## src/rtl/rth_pkg.sv

```systemverilog
`timescale 1ns / 1ps
`default_nettype none

package rth_pkg;

    // quotient bits resolved by each divider stage
    localparam int unsigned DIV_BITS_PER_STAGE = 2;
    localparam int unsigned QUO_WIDTH          = 8;
    localparam int unsigned DIV_STAGES         = QUO_WIDTH / DIV_BITS_PER_STAGE;

    // hue offsets in two-degree units
    localparam logic [7:0] HUE_OFS_RED_NEG = 8'd180;
    localparam logic [7:0] HUE_OFS_GREEN   = 8'd60;
    localparam logic [7:0] HUE_OFS_BLUE    = 8'd120;

    typedef enum logic [1:0] {
        SEC_RED,
        SEC_GREEN,
        SEC_BLUE
    } sector_t;

    typedef struct packed {
        logic [7:0] red;
        logic [7:0] green;
        logic [7:0] blue;
        logic [7:0] alpha;
    } rth_in_t;

    typedef struct packed {
        logic [7:0] hue;
        logic [7:0] saturation;
        logic [7:0] value_level;
        logic [7:0] alpha_out;
    } rth_out_t;

    // facts about the pixel that ride along with the divisions
    typedef struct packed {
        sector_t    sector;
        logic       neg;
        logic       gray;
        logic       black;
        logic [7:0] value;
        logic [7:0] alpha;
    } rth_side_t;

    // after the classify stage
    typedef struct packed {
        logic [7:0] mn;
        logic [7:0] delta;
        logic [7:0] mag;
        rth_side_t  side;
    } rth_cls_t;

    // one restoring division in flight
    typedef struct packed {
        logic [7:0] den;
        logic [7:0] rem;
        logic [7:0] low;
        logic [7:0] quo;
    } rth_div_t;

    typedef struct packed {
        rth_div_t  sat_div;
        rth_div_t  hue_div;
        rth_side_t side;
    } rth_pipe_t;

endpackage

`default_nettype wire

```

## src/rtl/rth_front.sv

```systemverilog
`timescale 1ns / 1ps
`default_nettype none

// classify stage then dividend scaling stage
module rth_front (
    input  wire logic            clk,
    input  wire logic            rst_n,
    input  wire logic            in_valid,
    output logic                 in_ready,
    input  rth_pkg::rth_in_t     in_data,
    output logic                 out_valid,
    input  wire logic            out_ready,
    output rth_pkg::rth_pipe_t   out_data
);

    logic               cls_valid_reg;
    rth_pkg::rth_cls_t  cls_reg;
    rth_pkg::rth_cls_t  cls_next;
    logic               cls_ready;

    logic               pipe_valid_reg;
    rth_pkg::rth_pipe_t pipe_reg;
    rth_pkg::rth_pipe_t pipe_next;
    logic               pipe_ready;

    logic [7:0] mx;
    logic [7:0] mn;
    logic [8:0] diff;
    logic [15:0] sat_dividend;
    logic [15:0] hue_dividend;

    // classify: max, min, sector and signed numerator
    always_comb
    begin
        mx = in_data.red;
        if (in_data.green > mx)
        begin
            mx = in_data.green;
        end
        if (in_data.blue > mx)
        begin
            mx = in_data.blue;
        end
        mn = in_data.red;
        if (in_data.green < mn)
        begin
            mn = in_data.green;
        end
        if (in_data.blue < mn)
        begin
            mn = in_data.blue;
        end

        if (mx == in_data.red)
        begin
            cls_next.side.sector = rth_pkg::SEC_RED;
            diff = {1'b0, in_data.green} - {1'b0, in_data.blue};
        end
        else if (mx == in_data.green)
        begin
            cls_next.side.sector = rth_pkg::SEC_GREEN;
            diff = {1'b0, in_data.blue} - {1'b0, in_data.red};
        end
        else
        begin
            cls_next.side.sector = rth_pkg::SEC_BLUE;
            diff = {1'b0, in_data.red} - {1'b0, in_data.green};
        end

        cls_next.side.neg   = diff[8];
        cls_next.mag        = diff[8] ? 8'(9'd0 - diff) : diff[7:0];
        cls_next.mn         = mn;
        cls_next.delta      = mx - mn;
        cls_next.side.gray  = (mx == mn);
        cls_next.side.black = (mx == 8'd0);
        cls_next.side.value = mx;
        cls_next.side.alpha = in_data.alpha;
    end

    // scale: 255*min and 30*|num| by shift and subtract
    always_comb
    begin
        sat_dividend = {cls_reg.mn, 8'd0} - {8'd0, cls_reg.mn};
        hue_dividend = {3'd0, cls_reg.mag, 5'd0} - {7'd0, cls_reg.mag, 1'b0};

        pipe_next.side        = cls_reg.side;
        pipe_next.sat_div.den = cls_reg.side.value;
        pipe_next.sat_div.rem = sat_dividend[15:8];
        pipe_next.sat_div.low = sat_dividend[7:0];
        pipe_next.sat_div.quo = 8'd0;
        pipe_next.hue_div.den = cls_reg.delta;
        pipe_next.hue_div.rem = hue_dividend[15:8];
        pipe_next.hue_div.low = hue_dividend[7:0];
        pipe_next.hue_div.quo = 8'd0;
    end

    assign pipe_ready = !pipe_valid_reg || out_ready;
    assign cls_ready  = !cls_valid_reg || pipe_ready;
    assign in_ready   = cls_ready;

    always_ff @(posedge clk or negedge rst_n)
    begin
        if (!rst_n)
        begin
            cls_valid_reg  <= 1'b0;
            pipe_valid_reg <= 1'b0;
        end
        else
        begin
            if (cls_ready)
            begin
                cls_valid_reg <= in_valid;
            end
            if (pipe_ready)
            begin
                pipe_valid_reg <= cls_valid_reg;
            end
        end
    end

    always_ff @(posedge clk)
    begin
        if (in_valid && cls_ready)
        begin
            cls_reg <= cls_next;
        end
        if (cls_valid_reg && pipe_ready)
        begin
            pipe_reg <= pipe_next;
        end
    end

    assign out_valid = pipe_valid_reg;
    assign out_data  = pipe_reg;

endmodule

`default_nettype wire

```

## src/rtl/rth_div_stage.sv

```systemverilog
`timescale 1ns / 1ps
`default_nettype none

// one stage of the two restoring dividers
module rth_div_stage (
    input  wire logic            clk,
    input  wire logic            rst_n,
    input  wire logic            in_valid,
    output logic                 in_ready,
    input  rth_pkg::rth_pipe_t   in_data,
    output logic                 out_valid,
    input  wire logic            out_ready,
    output rth_pkg::rth_pipe_t   out_data
);

    logic               valid_reg;
    rth_pkg::rth_pipe_t data_reg;
    rth_pkg::rth_pipe_t data_next;

    function automatic rth_pkg::rth_div_t div_step(input rth_pkg::rth_div_t d);
        rth_pkg::rth_div_t r;
        logic [8:0]        t;
        r = d;
        t = {d.rem, d.low[7]};
        if (t >= {1'b0, d.den})
        begin
            t     = t - {1'b0, d.den};
            r.quo = {d.quo[6:0], 1'b1};
        end
        else
        begin
            r.quo = {d.quo[6:0], 1'b0};
        end
        r.rem = t[7:0];
        r.low = {d.low[6:0], 1'b0};
        return r;
    endfunction

    always_comb
    begin
        data_next = in_data;
        for (int unsigned k = 0; k < rth_pkg::DIV_BITS_PER_STAGE; k++)
        begin
            data_next.sat_div = div_step(data_next.sat_div);
            data_next.hue_div = div_step(data_next.hue_div);
        end
    end

    assign in_ready = !valid_reg || out_ready;

    always_ff @(posedge clk or negedge rst_n)
    begin
        if (!rst_n)
        begin
            valid_reg <= 1'b0;
        end
        else if (in_ready)
        begin
            valid_reg <= in_valid;
        end
    end

    always_ff @(posedge clk)
    begin
        if (in_valid && in_ready)
        begin
            data_reg <= data_next;
        end
    end

    assign out_valid = valid_reg;
    assign out_data  = data_reg;

endmodule

`default_nettype wire

```

## src/rtl/rth_back.sv

```systemverilog
`timescale 1ns / 1ps
`default_nettype none

// sector offset, special cases and output register
module rth_back (
    input  wire logic            clk,
    input  wire logic            rst_n,
    input  wire logic            in_valid,
    output logic                 in_ready,
    input  rth_pkg::rth_pipe_t   in_data,
    output logic                 out_valid,
    input  wire logic            out_ready,
    output rth_pkg::rth_out_t    out_data
);

    logic              valid_reg;
    rth_pkg::rth_out_t data_reg;
    rth_pkg::rth_out_t data_next;
    logic [7:0]        hq;
    logic [7:0]        ofs;

    always_comb
    begin
        hq = in_data.hue_div.quo;
        case (in_data.side.sector)
            rth_pkg::SEC_RED:   ofs = in_data.side.neg ? rth_pkg::HUE_OFS_RED_NEG : 8'd0;
            rth_pkg::SEC_GREEN: ofs = rth_pkg::HUE_OFS_GREEN;
            rth_pkg::SEC_BLUE:  ofs = rth_pkg::HUE_OFS_BLUE;
            default:            ofs = 8'd0;
        endcase

        data_next.hue         = in_data.side.neg ? (ofs - hq) : (ofs + hq);
        data_next.saturation  = 8'd255 - in_data.sat_div.quo;
        data_next.value_level = in_data.side.value;
        data_next.alpha_out   = in_data.side.alpha;
        if (in_data.side.gray)
        begin
            data_next.hue = 8'd0;
        end
        if (in_data.side.black)
        begin
            data_next.saturation = 8'd0;
        end
    end

    assign in_ready = !valid_reg || out_ready;

    always_ff @(posedge clk or negedge rst_n)
    begin
        if (!rst_n)
        begin
            valid_reg <= 1'b0;
        end
        else if (in_ready)
        begin
            valid_reg <= in_valid;
        end
    end

    always_ff @(posedge clk)
    begin
        if (in_valid && in_ready)
        begin
            data_reg <= data_next;
        end
    end

    assign out_valid = valid_reg;
    assign out_data  = data_reg;

endmodule

`default_nettype wire

```

## src/rtl/rgb_to_hsv_pixel.sv

```systemverilog
`timescale 1ns / 1ps
`default_nettype none

// rgb_to_hsv_pixel converts one 8-bit RGBA word per clock while the output
// is not stalled into HSV: hue in two-degree units 0..180, saturation
// 0..255 (255 - floor(255*min/max)), value as the largest channel, alpha
// copied through. The block is a 7-stage pipeline (classify, scale, four
// divider stages resolving two quotient bits each, output), and one word
// can enter every cycle while the output is not stalled. The divider
// stages are pipelined restoring dividers for 255*min/max and
// 30*|num|/delta, which both run in lock step. Both sides use valid/ready;
// a stall on the output backs up stage by stage, and in_ready falls only
// when every stage holds a word.
module rgb_to_hsv_pixel (
    input  wire logic            clk,
    input  wire logic            rst_n,
    input  wire logic            in_valid,
    output logic                 in_ready,
    input  rth_pkg::rth_in_t     in_data,
    output logic                 out_valid,
    input  wire logic            out_ready,
    output rth_pkg::rth_out_t    out_data
);

    // handshake and word at each divider stage boundary
    logic               div_valid [0:rth_pkg::DIV_STAGES];
    logic               div_ready [0:rth_pkg::DIV_STAGES];
    rth_pkg::rth_pipe_t div_data  [0:rth_pkg::DIV_STAGES];

    // min/max/sector, then dividends for both divisions
    rth_front u_front (
        .clk       (clk),
        .rst_n     (rst_n),
        .in_valid  (in_valid),
        .in_ready  (in_ready),
        .in_data   (in_data),
        .out_valid (div_valid[0]),
        .out_ready (div_ready[0]),
        .out_data  (div_data[0])
    );

    // saturation and hue quotients, two bits per stage
    for (genvar s = 0; s < rth_pkg::DIV_STAGES; s++)
    begin : g_div
        rth_div_stage u_div (
            .clk       (clk),
            .rst_n     (rst_n),
            .in_valid  (div_valid[s]),
            .in_ready  (div_ready[s]),
            .in_data   (div_data[s]),
            .out_valid (div_valid[s+1]),
            .out_ready (div_ready[s+1]),
            .out_data  (div_data[s+1])
        );
    end

    // sector offset, gray and black cases, output register
    rth_back u_back (
        .clk       (clk),
        .rst_n     (rst_n),
        .in_valid  (div_valid[rth_pkg::DIV_STAGES]),
        .in_ready  (div_ready[rth_pkg::DIV_STAGES]),
        .in_data   (div_data[rth_pkg::DIV_STAGES]),
        .out_valid (out_valid),
        .out_ready (out_ready),
        .out_data  (out_data)
    );

endmodule

`default_nettype wire
```

## config.mk

```make
export PLATFORM = sky130hd
export DESIGN_NAME = rgb_to_hsv_pixel
export DESIGN_NICKNAME = d
export VERILOG_FILES = /design/src/rtl/rth_pkg.sv /design/src/rtl/rth_front.sv /design/src/rtl/rth_div_stage.sv /design/src/rtl/rth_back.sv /design/src/rtl/rgb_to_hsv_pixel.sv
export SDC_FILE = /design/constraint.sdc
export NUM_CORES = 1
export LEC_CHECK = 0
export BUFFER_PORTS_ARGS = -buffer_cell sky130_fd_sc_hd__buf_2
export CAP_MARGIN = 20
export CORE_MARGIN = 2
export CORE_UTILIZATION = 45
export DETAILED_ROUTE_END_ITERATION = 12
export MAX_ROUTING_LAYER = met4
export PLACE_DENSITY = 0.72
export SLEW_MARGIN = 30
export SYNTH_ARGS = -nofsm -noshare
export SYNTH_HDL_FRONTEND = slang
export SYNTH_SLANG_ARGS = --single-unit
```

## constraint.sdc

```tcl
create_clock -name clk -period 7.58 [get_ports clk]
set_input_delay 0.379 -clock clk [delete_from_list [all_inputs] [get_ports clk]]
set_output_delay 0.379 -clock clk [all_outputs]
set_load 0.005 [all_outputs]
```

==> metrics.md, run 1 <==
| Metric | Value |
|---|---|
| Switching Fraction | roughly 36% |
| Area fraction of the dominant cell type after synthesis | 52.0% |
| Crit-path cells | buf_2, inv_1, ha_1, a21o_1, a221oi_1, nand2_1, buf_4, mux2i_1, ha_1, nor2b_1, o21ai_0, or4_1, o311a_2, a211oi_4, mux2i_1, xnor2_1, nand4_1, nor2_2, mux2_1, a21oi_2, mux2_1 |
| Setup CP Type | primary input to register |
| Final wirelength | ~38000 µm |
| Power per Cell Area | approximately 440 mW/mm² |
| GP Congestion | between 0.9 and 1 |
| Final Instance Area | 0.0227 mm² |
| Worst endpoint required time | roughly 7.8 ns |
| Syn_nets | between 1500 and 2000 |
| Clock share of power | between 10% and 20% |
| Clock Tree Buf Depth | 3 |
| Avg WL per Cell | 15.8 µm |
| Max Clock Skew | a little over 0.008 ns |
| Die Width | about 220 µm |
| Number of synthesized register bits | ~360 |
| Post-DP HPWL | 30400 µm |
| CTS Buf Count | 36 |
| DRC | 0 |
| Crit path DAT | 6.64 ns |
| Finish-stage setup viols | 0 |
| Layout Nets | 2066 |
| Largest net degree at the start of global routing | 61 |
| Multi-input gate area | slightly below 0.009 mm² |
| TritonCTS Sinks | roughly 360 |
| Hold_sp | in_data[2] |
| Syn avg cell area | 11.9 µm² |
| Clk slew on worst S/H paths | approximately 0.06 ns |
| Count of cell types in the netlist | 69 |
| Critical R2R Launch | u_front.out_data[78] |
| Total power | 9990 µW |
| CORE AREA | 0.0444 mm² |
| # rows | 77 |
| FFs w/ async S/R, synth | under 10% |
| Initial DRC Count | ~530 |
| Initial antenna violation count | 4 |
| Endpoints failing hold | 0 |
| Root Buffer | clkbuf_16 |
| Crit start category | primary input |
| Slowest cell on the critical path | mux2i_1 |
| EDFF count, synth | about 350 |
| H-tree levels | 2 |
| Critical path's top delay family | compound AO/OA/AOI/OAI gates |
| Worst R2R Setup Slack | around 1.7 ns |
| Max reg flops | 217 |
| 1st-pass router iterations | 7 |
| All-Layer GR Usage | 17.3% |
| FILL cells | roughly 3700 |
| Int Pwr | 6400 µW |
| Comb pwr share | 48.7% |
| Max-cap violations | 0 |
| Final hold slack | about 0.046 ns |
| Initial core utilization | 45.7% |
| Ys flop type | edfxtp_1 |
| Buffer count from post-CTS setup fixing | 0 |
| Vias | between 10000 and 15000 |
| Vias/cell | approximately 5 |
| Slew of the pin with the lowest slew margin | 0.826 ns |
| Mapped Area | ~0.020 mm² |
| Slew Viols, Final | 0 |
| Yosys warning count | 0 |
| Layout Area Growth over Synthesis | 11.7% |
| Worst Path Max Fanout | 13 |
| First-pass GRT wire length | approximately 64000 µm |
| Post-cts sizing count | 0 |
| Crit path time final | 6.39 ns |
| Crit path largest cell delay | about 0.66 ns |
| Port Buffers | just under 70 |
| Switching power | 3590 µW |
| IO Pins | 70 |
| Register area share after synthesis | about 53% |
| DIE AREA | ~0.047 mm² |
| P_leak | approximately 0.0093 µW |
| Critical path depth | 21 |
| Reg2reg path depth | 31 |
| R2R Path End | g_div[0].u_div.out_data[76] |
| WP buf/inv | 3 |
| Overflow after GRT | 0 |
| Die Ht | around 220 µm |
| RSZ-0062 raised after global routing | false |
| Status | finished clean |
| Fmax | about 160 MHz |
| Reg area | 0.0107 mm² |
| Synth top area cells | edfxtp_1 52%, ha_1 12%, xnor2_1 4.0%, inv_1 3.7%, a21oi_1 2.6% |
| Synth Instances | ~1700 |
| Peak VDD IR | between 0.15 and 0.2 mV |
| Worst relative slew slack | 44.8% |
| Post-CTS Hold Fix Bufs | 1 |
| TritonCTS clock tree | yes |
| Sequential share of power | approximately 34% |
| Clk Latency, worst-skew pair | ~0.51 ns |
| Share of cells above drive strength 1 | between 10% and 20% |
| Crit path capture type | register |
| Routed Antenna Nets | 0 |
| Vias in the first global route | ~13000 |
| Hold crit path type | primary input to register |
| DP Area | about 0.022 mm² |
| Leading area contributor after synthesis | edfxtp_1 |
| Final Cycle Share | a little over four fifths |
| End point of the worst hold path | u_front.cls_reg[2] |
| Setup tns final | 0 ns |
| WHS Path Cells | 1 |
-- placed cells by master (no fill, tap or decap), types with 14 or more instances in the layout --
master	n
edfxtp_1	352
inv_1	201
ha_1	190
nor2_1	125
a21oi_1	104
xnor2_1	92
o21ai_0	91
nand2_1	82
buf_2	69
mux2_2	46
xor2_1	41
a21o_1	37
clkbuf_16	37
nor2b_1	36
nand2b_1	29
nand4_1	27
buf_4	22
mux2i_1	21
nor3_1	21
nand3_1	18
o21a_1	18
fa_1	18
o21bai_1	15
and2_1	14
-- cell families after synthesis --
kind of cell / Yosys count / share of synthesized area [%]
AND/OR/NAND/NOR: 391 / 9.58
flip-flops: 359 / 52.9
buffers and inverters: 226 / 4.29
XOR/XNOR: 133 / 5.73
adder cells (fa/ha/maj): 208 / 13.5
multiplexers: 73 / 3.97
AO/OA/AOI/OAI: 322 / 10.1
-- power by group through the flow --
stage          Combinational (µW)  Clock, µW  Sequential (µW)
5_1_grt                      5540       1870             3440
4_1_cts                      4890       1800             3380
3_5_place_dp                 4840          0             3410
6_report                     4860       1750             3370
2_1_floorplan                3820          0             3330
3_3_place_gp                 4670          0             3390
-- worst max-delay path by stage --
stage / from / endpoint / slack [ns]
floorplan: g_div[1].u_div.out_data[78] / g_div[2].u_div.out_data[71] / 1.89
global placement: in_data[20] / u_front.cls_reg[22] / 0.87
detailed placement: in_data[20] / u_front.cls_reg[22] / 0.76
CTS: in_data[20] / u_front.cls_reg[22] / 1.27
global route: in_data[20] / u_front.cls_reg[22] / 0.83
finish: in_data[20] / u_front.cls_reg[22] / 1.19
-- synthesized netlist by cell type, types with 4 or more instances --
cell,number
a21boi_0,6
a21o_1,37
a21oi_1,104
a221o_1,4
a311oi_1,5
a31oi_1,4
and2_1,17
clkbuf_1,16
clkinv_1,5
dfrtp_1,7
edfxtp_1,352
fa_1,18
ha_1,190
inv_1,201
mux2_2,46
mux2i_1,21
nand2_1,82
nand2b_1,29
nand3_1,18
nand4_1,27
nor2_1,125
nor2b_1,38
nor3_1,21
o21a_1,18
o21ai_0,91
o21bai_1,15
o31ai_1,9
or2_2,9
or4_1,6
xnor2_1,92
xor2_1,41
-- through the flow --
stage / utilization [%] / setup WS [ns] / cells
2_1_floorplan: - / 1.89 / 1712
3_3_place_gp: 48.4 / 0.875 / 2375
3_5_place_dp: 48.4 / 0.755 / 2375
4_1_cts: 51.1 / 1.27 / 2435
5_1_grt: 51.1 / 0.832 / 2438
6_report: 51.1 / 1.19 / 2438
-- metal layers --
metal | vias up | part of all wire, % | GRT usage (%)
li1 | 6339 | - | -
met2 | 186 | 50 | 30.2
met4 | 0 | 2.5 | 5.18
met1 | 5923 | 44 | 20.7
met5 | - | 0 | -
met3 | 62 | 3.7 | 2.72
-- cell type report --
class / count / share of cell area [%]
Multi-Input combinational cell: 1127 / 38.5
Tap cell: 592 / 3.26
Timing Repair Buffer: 92 / 2.29
Inverter: 206 / 3.41
Clock buffer: 42 / 4.16
Clock inverter: 17 / 1.03
Sequential cell: 359 / 47.3
Antenna cell: 3 / 0.0331
Power figures use the tool's default switching activity.
==> run 2: changes to the inputs <==
--- a/config.mk
+++ b/config.mk
@@ -5,6 +5,7 @@
 export SDC_FILE = /design/constraint.sdc
 export NUM_CORES = 1
 export LEC_CHECK = 0
+export ABC_AREA = 1
 export BUFFER_PORTS_ARGS = -buffer_cell sky130_fd_sc_hd__buf_2
 export CAP_MARGIN = 20
 export CORE_MARGIN = 2
==> constraint.sdc (replaced) <==
create_clock -name clk -period 6 [get_ports clk]
set_input_delay 0.3 -clock clk [delete_from_list [all_inputs] [get_ports clk]]
set_output_delay 0.3 -clock clk [all_outputs]
set_load 0.005 [all_outputs]
==> run 2 against run 1 <==
First-iteration DRC count is 54% higher. Sequential share of layout area is 0.50 points lower. Worst setup slack worse by 0.46 ns. Critical endpoint is now g_div[0].u_div.out_data[69]. Highest routed layer unchanged.
==> metrics.md, run 2 <==
| Metric | Value |
|---|---|
| Status | finished clean (unchanged) |
| Setup CP Type | register to register (was primary input to register) |
| Initial core utilization | 45.4% (was 45.7%) |
| Share of cells above drive strength 1 | 8.41% (was 12.5%) |
| Core Util, Final | 50.8% (was 51.1%) |
| Cells after DPL | 2679 (was 2375) |
| Routed Antenna Nets | 0 (unchanged) |
| Slowest cell on the critical path | edfxtp_1 (was mux2i_1) |
| Worst endpoint required time | 6.26 ns (was 7.83 ns) |
| Max-cap violations | 0 (unchanged) |
| CTS Buf Count | 35 (was 36) |
| Crit start category | register (was primary input) |
| Layout Area Growth over Synthesis | 11.9% (was 11.7%) |
| All-Layer GR Usage | 18.6% (was 17.3%) |
| Critical R2R Launch | u_front.out_data[79] (was u_front.out_data[78]) |
| Synth Area in Simple Gates | 13.9% (was 9.58%) |
| Die Width | 217 µm (was 216 µm) |
| Overflow after GRT | 0 (unchanged) |
| Crit path DAT | 5.53 ns (was 6.64 ns) |
| Endpoints failing hold | 0 (unchanged) |
| # rows | 78 (was 77) |
| Slew of the pin with the lowest slew margin | 0.768 ns (was 0.826 ns) |
| Count leader, synth | edfxtp_1 (unchanged) |
| TritonCTS Sinks | 359 (unchanged) |
| Non-Filler Instances | 2754 (was 2438) |
| Vias/cell | 5.08 (was 5.13) |
| Post-Synth XOR/XNOR Area | 5.04% (was 5.73%) |
| Adder-Cell Fraction of Synth Area | 13.4% (was 13.5%) |
| Crit path largest cell delay | 0.39 ns (was 0.66 ns) |
| Hold crit path type | primary input to register (unchanged) |
| RSZ-0062 raised after global routing | false (unchanged) |
| Post-DP HPWL | 32900 µm (was 30400 µm) |
| Buffer count from post-CTS setup fixing | 0 (unchanged) |
| Reg area | 0.0107 mm² (unchanged) |
| Syn_nets | 2255 (was 1956) |
| Slew Viols, Final | 0 (unchanged) |
| FFs w/ async S/R, synth | 1.95% (unchanged) |
| Vias in the first global route | 13800 (was 12900) |
| H-tree levels | 2 (unchanged) |
| Fmax | 190 MHz |
| Layout Nets | 2368 (was 2066) |
| Ys flop type | edfxtp_1 (unchanged) |
| Syn avg cell area | 10.2 µm² (was 11.9 µm²) |
| CORE AREA | 0.0452 mm² (was 0.0444 mm²) |
| Leading area contributor after synthesis | edfxtp_1 (unchanged) |
| Setup tns final | 0 ns (unchanged) |
| GP Congestion | 0.941 (was 0.947) |
| Post-synthesis mux area share | 0.165% (was 3.97%) |
| Final hold slack | 0.0204 ns (was 0.0458 ns) |
| Hold_sp | in_data[2] (unchanged) |
| Largest net degree at the start of global routing | 61 (unchanged) |
| Vias | 14000 (was 12500) |
| Final wirelength | 42500 µm (was 38400 µm) |
| First-pass GRT wire length | 68400 µm (was 63700 µm) |
| Crit path capture type | register (unchanged) |
| Initial antenna violation count | 4 (unchanged) |
| DRC | 0 (unchanged) |
| EDFF count, synth | 352 (unchanged) |
| Yosys warning count | 0 (unchanged) |
| Worst Path Max Fanout | 14 (was 13) |
| Multi-input gate area | 0.00848 mm² (was 0.00873 mm²) |
| Clock Tree Buf Depth | 3 (unchanged) |
| Commonest non-fill, non-tap cell in the layout | edfxtp_1 (unchanged) |
| IO Pins | 70 (unchanged) |
| 1st-pass router iterations | 5 (was 7) |
| Crit path time final | ~5.3 ns |
| Area fraction of the dominant cell type after synthesis | 51.6% (was 52.0%) |
| Largest family of logic cells by synthesized area | simple AND/OR/NAND/NOR gates (was adder cells) |
| Avg WL per Cell | 15.4 µm (was 15.8 µm) |
| Port Buffers | 69 (unchanged) |
| Crit. Startpoint | u_front.out_data[79] (was in_data[20]) |
| Initial DRC Count | 810 (was 526) |
| Mapped Area | 0.0205 mm² (was 0.0203 mm²) |
| Compound-cell area share of the yosys netlist | 8.82% (was 10.1%) |
| DIE AREA | 0.0473 mm² (was 0.0469 mm²) |
| Clk slew on worst S/H paths | 0.07 ns (was 0.06 ns) |
| Finish-stage setup viols | 0 (unchanged) |
| Max reg flops | 217 (unchanged) |
| Clk Latency, worst-skew pair | 0.53 ns (was 0.51 ns) |
| Most frequent cells in the layout | 352 x edfxtp_1, 315 x nand2_1, 309 x inv_1, 190 x ha_1, 155 x nor2_1 (was 352 x edfxtp_1, 201 x inv_1, 190 x ha_1, 125 x nor2_1, 104 x a21oi_1) |
| Synth Instances | 2011 (was 1712) |
| Root Buffer | clkbuf_16 (unchanged) |
| Worst relative slew slack | 48.8% (was 44.8%) |
| Count of cell types in the netlist | 52 (was 69) |
| Register area share after synthesis | 52.4% (was 52.9%) |
| FILL cells | 3950 (was 3722) |
| Final Cycle Share | 87.8% |
| Number of synthesized register bits | 359 (unchanged) |
| TritonCTS clock tree | yes (unchanged) |
| Die Ht | 217 µm (was 216 µm) |
| Synth top area cells | edfxtp_1 52%, ha_1 12%, nand2_1 5.8%, inv_1 5.7%, o21ai_0 3.6% (was edfxtp_1 52%, ha_1 12%, xnor2_1 4.0%, inv_1 3.7%, a21oi_1 2.6%) |
| Max Clock Skew | 0.0213 ns (was 0.00810 ns) |
| Post-CTS Hold Fix Bufs | 8 (was 1) |
| Cell mode on critical path | nor2_1 |
| Post-cts sizing count | 0 (unchanged) |
| Commonest cells post-synth | 352 x edfxtp_1, 315 x nand2_1, 312 x inv_1 (was 352 x edfxtp_1, 201 x inv_1, 190 x ha_1) |
==> run 2: cell families (layout without fill, tap and decap cells) <==
family,after synthesis,after routing
simple gates,655,655
flops,359,359
buf+inv,336,476
compound gates,332,332
fa+ha+maj,208,208
xor+xnor,118,118
mux,3,3
other cells,0,3
==> run 2: cell type report <==
cell class              instances  area share [%]
flip-flops and latches        359            46.8
diodes                          3          0.0327
well taps                     600            3.27
clock buffers                  41            4.01
multi-input cells            1316            37.0
clock inverters                23            1.23
repair buffers                 96            2.48
inverters                     316            5.17
==> run 2: final timing paths <==
path | end | slack (ns) | depth (start not counted)
hold reg to reg | u_front.out_data[5] | 0.40 | 0
max in group asynchronous | g_div[2].u_div.out_valid | 5.72 | 2
setup / recovery | g_div[0].u_div.out_data[69] | 0.73 | 29
setup reg to reg | g_div[0].u_div.out_data[69] | 0.73 | 29
hold / removal | u_front.cls_reg[2] | 0.02 | 1
min in group asynchronous | u_front.cls_valid_reg | 0.12 | 2
==> run 2: per-stage QoR <==
step / setup slack (ns) / instance area (µm²)
final: 0.733 / 22900
after global routing: 0.177 / 22900
after CTS: 0.739 / 22900
after detailed placement: 0.394 / 21700
after global placement: 0.577 / 21700
after floorplan: 1.42 / 20500
==> run 2: worst max-delay path: cells and delay by family, from the launching register on <==
family / cells / cell delay [ns]
AO/OA/AOI/OAI: 10 / 1.99
buffers and inverters: 6 / 1.02
AND/OR/NAND/NOR: 11 / 0.99
adder cells (fa/ha/maj): 2 / 0.62
flip-flops: 1 / 0.39
==> run 2: layer usage <==
| metal | global-route usage (%) | routed length, µm |
|---|---|---|
| met5 | - | 0 |
| met4 | 5.34 | 956 |
| met3 | 2.09 | 1760 |
| met2 | 32.7 | 21400 |
| met1 | 22.7 | 18400 |
Power of run 2 is not shown: default switching activity piles up to over one toggle a cycle in this logic, so the estimate is an artifact.
==> run 3: changes to the inputs <==
--- a/config.mk
+++ b/config.mk
@@ -5,13 +5,11 @@
 export SDC_FILE = /design/constraint.sdc
 export NUM_CORES = 1
 export LEC_CHECK = 0
-export ABC_AREA = 1
 export BUFFER_PORTS_ARGS = -buffer_cell sky130_fd_sc_hd__buf_2
 export CAP_MARGIN = 20
 export CORE_MARGIN = 2
 export CORE_UTILIZATION = 45
 export DETAILED_ROUTE_END_ITERATION = 12
-export MAX_ROUTING_LAYER = met4
 export PLACE_DENSITY = 0.72
 export SLEW_MARGIN = 30
 export SYNTH_ARGS = -nofsm -noshare
==> run 3 against run 2 <==
Maximum frequency down 5.0%. Count of clock-buffer cells in the layout unchanged. Clock skew shrank 0.0094 ns. Worst setup slack got worse by 0.27 ns. Register-to-register slack worse by 0.27 ns. Global-route usage down 1.4 points. Wire length decreased by 6.9%. Hold slack improved by 0.12 ns. Critical path depth did not move. Core utilization rose by 1.1 points. First-iteration DRC count down 25%.
==> metrics.md, run 3 (synthesis results as in run 1) <==
| Metric | Value |
|---|---|
| Clock Tree Buf Depth | 3 (unchanged) |
| Final hold slack | 0.142 ns (was 0.0204 ns) |
| Post-DP HPWL | 30800 µm (was 32900 µm) |
| GP Congestion | 0.918 (was 0.941) |
| Slew Viols, Final | 0 (unchanged) |
| 1st-pass router iterations | 5 (unchanged) |
| Setup CP Type | register to register (unchanged) |
| Clk Latency, worst-skew pair | 0.52 ns (was 0.53 ns) |
| Initial core utilization | 45.7% (was 45.4%) |
| Worst Path Max Fanout | 9 (was 14) |
| Max-cap violations | 0 (unchanged) |
| Initial DRC Count | 611 (was 810) |
| Root Buffer | clkbuf_16 (unchanged) |
| Final wirelength | 39500 µm (was 42500 µm) |
| Most frequent cells in the layout | 352 x edfxtp_1, 201 x inv_1, 190 x ha_1, 125 x nor2_1, 103 x a21oi_1 (was 352 x edfxtp_1, 315 x nand2_1, 309 x inv_1, 190 x ha_1, 155 x nor2_1) |
| Share of cells above drive strength 1 | 14.6% (was 8.41%) |
| Crit path capture type | register (unchanged) |
| # rows | 77 (was 78) |
| Crit path DAT | 5.80 ns (was 5.53 ns) |
| Vias/cell | 5.08 (about the same) |
| Final Cycle Share | 92.4% (was 87.8%) |
| DIE AREA | 0.0469 mm² (was 0.0473 mm²) |
| Avg WL per Cell | 15.9 µm (was 15.4 µm) |
| Initial antenna violation count | 5 (was 4) |
| Port Buffers | 69 (unchanged) |
| Endpoints failing hold | 0 (unchanged) |
| CORE AREA | 0.0444 mm² (was 0.0452 mm²) |
| Status | finished clean (unchanged) |
| Vias in the first global route | 13200 (was 13800) |
| Die Ht | 216 µm (was 217 µm) |
| Worst relative slew slack | 50.3% (was 48.8%) |
| Hold crit path type | primary input to asynchronous set/reset pin (was primary input to register) |
| Fmax | 180 MHz (was 190 MHz) |
| Die Width | 216 µm (was 217 µm) |
| Buffer count from post-CTS setup fixing | 0 (unchanged) |
| Layout Area Growth over Synthesis | 13.5% (was 11.9%) |
| Power per Cell Area | ~550 mW/mm² |
| Reg2reg path depth | 29 (unchanged) |
| Worst endpoint required time | 6.26 ns (about the same) |
| All-Layer GR Usage | 17.2% (was 18.6%) |
| CTS Buf Count | 35 (unchanged) |
| IO Pins | 70 (unchanged) |
| Max reg flops | 217 (unchanged) |
| Crit path largest cell delay | 0.46 ns (was 0.39 ns) |
| Routed Antenna Nets | 0 (unchanged) |
| Max Clock Skew | 0.0119 ns (was 0.0213 ns) |
| Crit. Startpoint | g_div[0].u_div.out_data[46] (was u_front.out_data[79]) |
| Core Util, Final | 51.9% (was 50.8%) |
| Layout Nets | 2110 (was 2368) |
| First-pass GRT wire length | 65200 µm (was 68400 µm) |
| Slowest cell on the critical path | edfxtp_1 (unchanged) |
| Cell mode on critical path | o21ai_0 (was nor2_1) |
| Peak VDD IR | approximately 0.23 mV |
| Overflow after GRT | 0 (unchanged) |
| DP Area | 0.0218 mm² (was 0.0217 mm²) |
| Vias | 12600 (was 14000) |
| Slew of the pin with the lowest slew margin | 0.746 ns (was 0.768 ns) |
| Commonest non-fill, non-tap cell in the layout | edfxtp_1 (unchanged) |
| Finish-stage setup viols | 0 (unchanged) |
| H-tree levels | 2 (unchanged) |
| Final Instance Area | 0.0231 mm² (was 0.0229 mm²) |
| Clk slew on worst S/H paths | 0.06 ns (was 0.07 ns) |
| Crit start category | register (unchanged) |
| P_leak | 0.00949 µW |
| Crit path time final | 5.54 ns (was 5.27 ns) |
| Critical R2R Launch | g_div[0].u_div.out_data[46] (was u_front.out_data[79]) |
| DRC | 0 (unchanged) |
| Largest net degree at the start of global routing | 61 (unchanged) |
| TritonCTS Sinks | 359 (unchanged) |
| TritonCTS clock tree | yes (unchanged) |
## run 3: cell types whose count changed in the layout (fill, tap and decap cells not counted), sizes merged, moves of 47 or more
cell	change
inv	-107
nand2	-249
xnor2	+47
mux2	+49
o21ai	-60
nand3	-55
## run 3: area by class of cell
class | instances | area, µm²
sequential | 359 | 10700
timing repair buffer | 137 | 893
antenna | 1 | 2.50
clock buffer | 41 | 941
multi-input combinational | 1127 | 8770
clock inverter | 20 | 185
tap | 592 | 741
inverter | 206 | 773
fill | 3714 | 21400
## run 3: per-stage QoR
step	std cells	worst slack (ns)	setup TNS (ns)	power [µW]
final	2483	0.458	0	12700
after global placement	2411	0.297	0	10200
after detailed placement	2411	0.131	0	10500
after global routing	2483	-0.00613	-0.00613	13700
after CTS	2482	0.225	0	12700
after floorplan	1712	0.314	0	9030
## run 3: final timing paths
check	slack [ns]	endpoint
min	0.14	g_div[0].u_div.out_valid
max in group asynchronous	5.68	u_front.cls_valid_reg
max reg2reg	0.46	g_div[1].u_div.out_data[39]
min reg2reg	0.41	g_div[0].u_div.out_data[0]
max	0.46	g_div[1].u_div.out_data[39]
min in group clk	0.17	g_div[3].u_div.out_valid
## run 3: per-layer routing
metal | vias to the layer above | global-route usage (%) | part of all wire (%)
li1 | 6424 | - | -
met1 | 5883 | 21.3 | 44
met2 | 194 | 30.4 | 49
met3 | 93 | 2.74 | 3.5
met4 | 8 | 6.32 | 3.1
met5 | - | 0 | 0.11
## run 3: power by group
| part | leakage, µW | internal [µW] | switching (µW) | total (µW) |
|---|---|---|---|---|
| registers | 0.00349 | 3930 | 333 | 4260 |
| logic | 0.00546 | 2890 | 3390 | 6280 |
| clock network | 0.000543 | 1250 | 892 | 2150 |
## run 3: timing repair
action / 4_1_cts / 5_1_grt
hold buffers: 10 / 0
endpoints found under the hold margin: 16 / 0
setup endpoints to repair: 0 / 30
resized for setup: 0 / 12
## run 3: critical path: cells and delay by family (launching register included)
kind / cells / cell delay (ns)
compound gates: 12 / 2.19
simple gates: 9 / 1.12
buf+inv: 5 / 0.63
fa+ha+maj: 2 / 0.49
flops: 1 / 0.46
mux: 1 / 0.40
